## src/hw/rtl/ptc_pkg.sv

```systemverilog
// shared constants, result type and crc byte update for the packet trailer check
`default_nettype none

package ptc_pkg;

  localparam logic [15:0] CRC_POLY   = 16'h1021;
  localparam logic [15:0] CRC_INIT   = 16'hFFFF;
  localparam logic [15:0] PARITY_INIT = 16'h0000;
  localparam logic [1:0]  FILL_FULL  = 2'd3;
  localparam logic [1:0]  FILL_ABSORB = 2'd2;

  localparam logic MODE_CRC    = 1'b0;
  localparam logic MODE_PARITY = 1'b1;

  typedef struct packed {
    logic        check_ok;
    logic [15:0] computed_value;
    logic [15:0] received_value;
    logic        too_short;
  } ptc_result_t;

  // msb-first crc-16 over one byte, eight bit steps
  function automatic logic [15:0] crc16_byte(logic [15:0] crc, logic [7:0] b);
    logic [15:0] c;
    logic [7:0]  d;
    c = crc;
    d = b;
    for (int i = 0; i < 8; i++) begin
      if (c[15] ^ d[7]) begin
        c = {c[14:0], 1'b0} ^ CRC_POLY;
      end else begin
        c = {c[14:0], 1'b0};
      end
      d = {d[6:0], 1'b0};
    end
    return c;
  endfunction

endpackage

`default_nettype wire

```

## src/hw/rtl/ptc_core.sv

```systemverilog
// check state: trailer delay line, crc register, parity word and result build
`default_nettype none

module ptc_core
  import ptc_pkg::*;
(
  input  wire logic        clk,
  input  wire logic        rst_n,
  input  wire logic        step,
  input  wire logic [7:0]  data_byte,
  input  wire logic        last_byte,
  input  wire logic        check_mode,
  output ptc_result_t      result
);

  logic [15:0] crc_r, crc_nxt;
  logic [15:0] parity_r, parity_nxt;
  logic [7:0]  pend_r, pend_nxt;
  logic        phase_r, phase_nxt;
  logic [7:0]  dly0_r, dly0_nxt;
  logic [7:0]  dly1_r, dly1_nxt;
  logic [1:0]  fill_r, fill_nxt;

  always_comb begin
    crc_nxt    = crc_r;
    parity_nxt = parity_r;
    pend_nxt   = pend_r;
    phase_nxt  = phase_r;
    // oldest delayed byte enters the checks once two newer bytes sit behind it
    if (fill_r >= FILL_ABSORB) begin
      crc_nxt = crc16_byte(crc_r, dly0_r);
      if (!phase_r) begin
        pend_nxt  = dly0_r;
        phase_nxt = 1'b1;
      end else begin
        parity_nxt = parity_r ^ {pend_r, dly0_r};
        phase_nxt  = 1'b0;
      end
    end
    dly0_nxt = dly1_r;
    dly1_nxt = data_byte;
    fill_nxt = (fill_r == FILL_FULL) ? fill_r : fill_r + 2'd1;
  end

  always_comb begin
    result.computed_value = (check_mode == MODE_PARITY) ? parity_nxt : crc_nxt;
    result.received_value = {dly0_nxt, dly1_nxt};
    result.too_short      = (fill_nxt != FILL_FULL);
    result.check_ok       = !result.too_short &&
                            (result.computed_value == result.received_value);
  end

  always_ff @(posedge clk) begin
    if (!rst_n) begin
      crc_r    <= CRC_INIT;
      parity_r <= PARITY_INIT;
      pend_r   <= '0;
      phase_r  <= 1'b0;
      dly0_r   <= '0;
      dly1_r   <= '0;
      fill_r   <= '0;
    end else if (step) begin
      if (last_byte) begin
        // packet done, start the next one clean
        crc_r    <= CRC_INIT;
        parity_r <= PARITY_INIT;
        pend_r   <= '0;
        phase_r  <= 1'b0;
        dly0_r   <= '0;
        dly1_r   <= '0;
        fill_r   <= '0;
      end else begin
        crc_r    <= crc_nxt;
        parity_r <= parity_nxt;
        pend_r   <= pend_nxt;
        phase_r  <= phase_nxt;
        dly0_r   <= dly0_nxt;
        dly1_r   <= dly1_nxt;
        fill_r   <= fill_nxt;
      end
    end
  end

  a_clear_after_last: assert property (@(posedge clk) disable iff (!rst_n)
    step && last_byte |=> fill_r == 2'd0 && crc_r == CRC_INIT && !phase_r)
    else $error("state not cleared after last byte");

  a_parity_pairs: assert property (@(posedge clk) disable iff (!rst_n)
    step && !last_byte && fill_r < FILL_ABSORB |=> phase_r == $past(phase_r))
    else $error("parity phase moved before any byte was absorbed");

endmodule

`default_nettype wire

```

## src/hw/rtl/packet_trailer_check.sv

```systemverilog
// Packet trailer check, top level. Bytes of one packet arrive on the in_
// channel, the final byte flagged by in_last_byte; the last two bytes are the
// trailer and are held back from the check by a two-byte delay line. One
// transaction is taken every clock cycle while in_stall is low. A byte is
// registered in the input register, the byte-wide crc and parity network then
// updates the check state and, for a last byte, loads the result register,
// which then offers the result on out_valid.
// cfg_check_mode selects crc-16 ccitt (0) or 16-bit vertical parity (1); write
// it only while the block is idle.
// One result is delivered per packet; packets under three bytes report
// too_short with check_ok low.
`default_nettype none

module packet_trailer_check
  import ptc_pkg::*;
(
  input  wire logic        clk,
  input  wire logic        rst_n,
  input  wire logic        in_valid,
  output logic             in_stall,
  input  wire logic [7:0]  in_data_byte,
  input  wire logic        in_last_byte,
  output logic             out_valid,
  input  wire logic        out_stall,
  output logic             out_check_ok,
  output logic [15:0]      out_computed_value,
  output logic [15:0]      out_received_value,
  output logic             out_too_short,
  input  wire logic        cfg_valid,
  output logic             cfg_ready,
  input  wire logic        cfg_check_mode
);

  logic        mode_r;
  logic        s1_valid_r;
  logic [7:0]  s1_byte_r;
  logic        s1_last_r;
  logic        out_valid_r;
  ptc_result_t out_res_r;
  ptc_result_t core_res;
  logic        advance;
  logic        step;

  // stage one moves when the result register is free or being emptied
  assign advance   = !out_valid_r || !out_stall;
  assign step      = s1_valid_r && advance;
  assign in_stall  = s1_valid_r && !advance;
  assign cfg_ready = 1'b1;

  always_ff @(posedge clk) begin
    if (!rst_n) begin
      mode_r <= MODE_CRC;
    end else if (cfg_valid && cfg_ready) begin
      mode_r <= cfg_check_mode;
    end
  end

  always_ff @(posedge clk) begin
    if (!rst_n) begin
      s1_valid_r <= 1'b0;
    end else if (!in_stall) begin
      s1_valid_r <= in_valid;
    end
  end

  always_ff @(posedge clk) begin
    if (in_valid && !in_stall) begin
      s1_byte_r <= in_data_byte;
      s1_last_r <= in_last_byte;
    end
  end

  ptc_core u_core (
    .clk        (clk),
    .rst_n      (rst_n),
    .step       (step),
    .data_byte  (s1_byte_r),
    .last_byte  (s1_last_r),
    .check_mode (mode_r),
    .result     (core_res)
  );

  always_ff @(posedge clk) begin
    if (!rst_n) begin
      out_valid_r <= 1'b0;
    end else if (advance) begin
      out_valid_r <= s1_valid_r && s1_last_r;
    end
  end

  always_ff @(posedge clk) begin
    if (step && s1_last_r) begin
      out_res_r <= core_res;
    end
  end

  assign out_valid          = out_valid_r;
  assign out_check_ok       = out_res_r.check_ok;
  assign out_computed_value = out_res_r.computed_value;
  assign out_received_value = out_res_r.received_value;
  assign out_too_short      = out_res_r.too_short;

  a_stall_cause: assert property (@(posedge clk) disable iff (!rst_n)
    in_stall |-> s1_valid_r && out_valid_r && out_stall)
    else $error("input stalled without a blocked result");

  a_last_gives_result: assert property (@(posedge clk) disable iff (!rst_n)
    step && s1_last_r |=> out_valid_r)
    else $error("last byte processed but no result offered");

  a_short_fails: assert property (@(posedge clk) disable iff (!rst_n)
    out_valid_r && out_res_r.too_short |-> !out_res_r.check_ok)
    else $error("short packet reported as passing");

  a_no_phantom: assert property (@(posedge clk) disable iff (!rst_n)
    step && !s1_last_r && !(out_valid_r && out_stall) |=> !out_valid_r)
    else $error("result produced for a byte without last mark");

endmodule

`default_nettype wire

```

## config.mk

```make
export PLATFORM = sky130hd
export DESIGN_NAME = packet_trailer_check
export DESIGN_NICKNAME = d
export VERILOG_FILES = /design/src/hw/rtl/ptc_pkg.sv /design/src/hw/rtl/ptc_core.sv /design/src/hw/rtl/packet_trailer_check.sv
export SDC_FILE = /design/constraint.sdc
export NUM_CORES = 1
export LEC_CHECK = 0
export ABC_AREA = 1
export BUFFER_PORTS_ARGS = -buffer_cell sky130_fd_sc_hd__clkbuf_2
export CAP_MARGIN = 20
export CORE_AREA = 2 2 103 105
export CTS_CLUSTER_DIAMETER = 50
export DETAILED_ROUTE_END_ITERATION = 7
export DIE_AREA = 0 0 105 107
export PLACE_DENSITY_LB_ADDON = 0.05
export SYNTH_ARGS = -nofsm -noshare
export SYNTH_HDL_FRONTEND = slang
export SYNTH_SLANG_ARGS = --single-unit
```

## constraint.sdc

```tcl
create_clock -name clk -period 4.27 [get_ports clk]
set_clock_uncertainty 0.2 [all_clocks]
set_input_delay 0.2135 -clock clk [delete_from_list [all_inputs] [get_ports clk]]
set_output_delay 0.2135 -clock clk [all_outputs]
set_load 0.01 [all_outputs]
```

==> metrics.txt <==
leakage=2.40 nW; Cell Area, Placed=0.00527 mm2; Setup crit end=out_check_ok; Die Wd=105 um; status=finished, final reports clean; hold crit path type=input pin to flip-flop; Slew HR=38.9%; setup ws final=1570 ps; post-synthesis adder-cell area fraction=0%; GPL Wtd Cong=around 0.90; final hold viol count=0; gr busiest metal=met2; n_diodes=0; core area=a little over 0.01 mm2; post-synth top area share=26.2%; htree depth=3; share of layout cells above drive strength 1=a little under an eighth; met3 Track Usage GR=approximately 4.5%; most common cell in the synthesized netlist=nand2_1; Num CTS Buffers=9; GR Overflow Total=0; ys async rst share=0%; first-pass GRT wire length=20600 um; initial antenna violation count=0; Synth-to-Final Area Change=13.8%; Synth Area in Compound Gates=9.18%; Setup TNS Final=0 ps; M2 GR Usage=40.5%; CP Class=flip-flop to flip-flop; CP cell instances=inv_1 > nand2_1 > nand2_1 > nand2_1 > nand2_1 > nor2_1 > nand2_1 > nor2_1 > nand3_1 > nor2_1; Finish-stage setup viols=0; fmax=370 MHz; DRT antenna net count=0; Worst R2R Setup Slack=1570 ps; CP max stage delay=940 ps; Final Cell Area=0.00560 mm2; Die Footprint=0.0112 mm2; Site Rows=37; largest net degree at the start of global routing=47; DRC Markers=0; CP Max Fanout=23; I/O Buffers=50; synth warn=0; filler cell count=976; RSZ-0062 raised after global routing=no; Syn Std Cell Area=0.00492 mm2; fin cells=around 840; Longest Clk Path Bufs=2; CTS tree=yes; post-DR vias/cell=5.11; Die Ht=107 um; Worst-Skew Late Latency=370 ps; final worst path period need=about 2700 ps; RR Endpoint=out_check_ok; Yosys top cell by area=edfxtp_1; synthesized flop and latch total=105; Top FF cell, synth=dfxtp_1; Iter 0 DRT Violations=220; worst path required time=4310 ps; crit path DAT=2740 ps; Slew @ Worst Pin=916 ps; Post-Synth Simple-Gate Area=29.9%; most frequent CP cell=nand2_1; VDD IR max=around 190 uV; Routed WL per cell=15.2 um; hpwl dp=9230 um; WHS=about 240 ps; Pins Over Slew Limit=0; Netlist cell types=33; CP startpoint=mode_r; power per cell area=around 340 mW/mm2; type of destination of the critical path=flip-flop; met1 usage=just over 30%; Placed Instances=807; top cells by area, synth=edfxtp_1, dfxtp_1, nand2_1; sequential share of the synthesized area=51.5%; Synth top cells by count=nand2_1, dfxtp_1, inv_1; vias in the first global route=3981; CP max stage cell=dfxtp_1; mux contribution to synthesized area=0%; Pre-Repair DR Iteration Count=5; worst reg2reg path depth=10; final WL=around 13000 um; Final period util=63.3%; Syn Area/Cell=7.70 um2; Pwr Total=1.91 mW; I/O pin count=52; Setup WS pre-CTS=1590 ps; largest family of logic cells by synthesized area=simple AND/OR/NAND/NOR gates; Root Driver=clkbuf_8; Synth Area in XOR/XNOR=about 2%; Final nets=just over 700; Vias=between 4000 and 5000; number of clock sinks=105; Post-synth EDFFs=43; syn nets=654; Initial Utilization=between 40% and 50%; Global Route Usage Sum=23.9%; CP Launch Type=flip-flop; RR Startpoint=mode_r; Reg clk slew, reported paths=roughly 110 ps; Finished Core Util=55.5%; max-cap viol count=0; Cells after Synth=639; Post-CTS Resized=0
[layer usage]
metal / routed length (um) / part of all wire (%) / vias up
met5: 0 / 0 / -
met4: 246 / 1.9 / 0
met3: 486 / 3.8 / 16
met2: 6140 / 48 / 90
met1: 5870 / 46 / 1998
li1: - / - / 2171
[flip-flops by register name, summed over array words and instances (netlist names)]
signal / count
mode_r: 1
out_check_ok: 1
out_computed_value: 16
out_received_value: 16
out_too_short: 1
out_valid: 1
s1_byte_r: 8
s1_last_r: 1
s1_valid_r: 1
u_core.crc_r: 16
u_core.dly0_nxt: 8
u_core.dly0_r: 8
u_core.fill_r: 2
u_core.parity_r: 16
u_core.pend_r: 8
u_core.phase_r: 1
[critical path: cells and delay by family, from the launching register on]
| family | cells | cell delay (ps) |
|---|---|---|
| flops | 1 | 940 |
| buf+inv | 1 | 440 |
| simple gates | 9 | 990 |
[power by group]
| part | switching [mW] | internal [mW] |
|---|---|---|
| Clock | 0.364 | 0.279 |
| Sequential | 0.0220 | 1.07 |
| Combinational | 0.113 | 0.0571 |
| Total | 0.499 | 1.41 |
[logic make-up after synthesis]
group,after synthesis
buffers and inverters,87
AND/OR/NAND/NOR,354
flip-flops,105
other,1
XOR/XNOR,11
AO/OA/AOI/OAI,81
[layout by cell type (no fill, tap or decap), types with 2 or more instances in the layout]
cell / netlist / final
dlygate4sd3_1: 0 / 13
buf_4: 3 / 4
dfxtp_1: 62 / 62
nor2_2: 1 / 2
clkbuf_8: 1 / 9
nand3b_1: 10 / 10
inv_1: 62 / 62
nor2_1: 22 / 20
o211ai_1: 13 / 13
inv_6: 1 / 3
o21ai_0: 8 / 8
xnor2_1: 6 / 6
edfxtp_1: 43 / 43
xor2_1: 5 / 5
clkbuf_2: 0 / 50
a21oi_1: 55 / 55
nand3_1: 46 / 46
nand2_1: 269 / 269
[how the worst min path moves through the flow]
stage / slack [ps] / to / depth (start not counted) / startpoint
global route: 280 / u_core.pend_r[6] / 2 / u_core.pend_r[6]
detailed placement: 190 / s1_last_r / 1 / in_last_byte
floorplan: 110 / s1_byte_r[0] / 0 / in_data_byte[0]
global placement: 190 / s1_byte_r[7] / 1 / in_data_byte[7]
CTS: 270 / u_core.fill_r[0] / 3 / rst_n
finish: 240 / u_core.fill_r[0] / 3 / rst_n
[timing repair]
item	in CTS	in global routing
hold buffers	13	0
setup buffers	0	0
hold endpoints to repair	12	0
[area by class of cell]
class,instances,area [um2],share of cell area (%)
flip-flops and latches,105,2530,45.2
clock inverters,6,71.3,1.27
inverters,64,245,4.38
clock buffers,10,128,2.28
repair buffers,68,422,7.53
multi-input cells,447,2030,36.3
well taps,136,170,3.04
(Power assumes the default switching activity.)
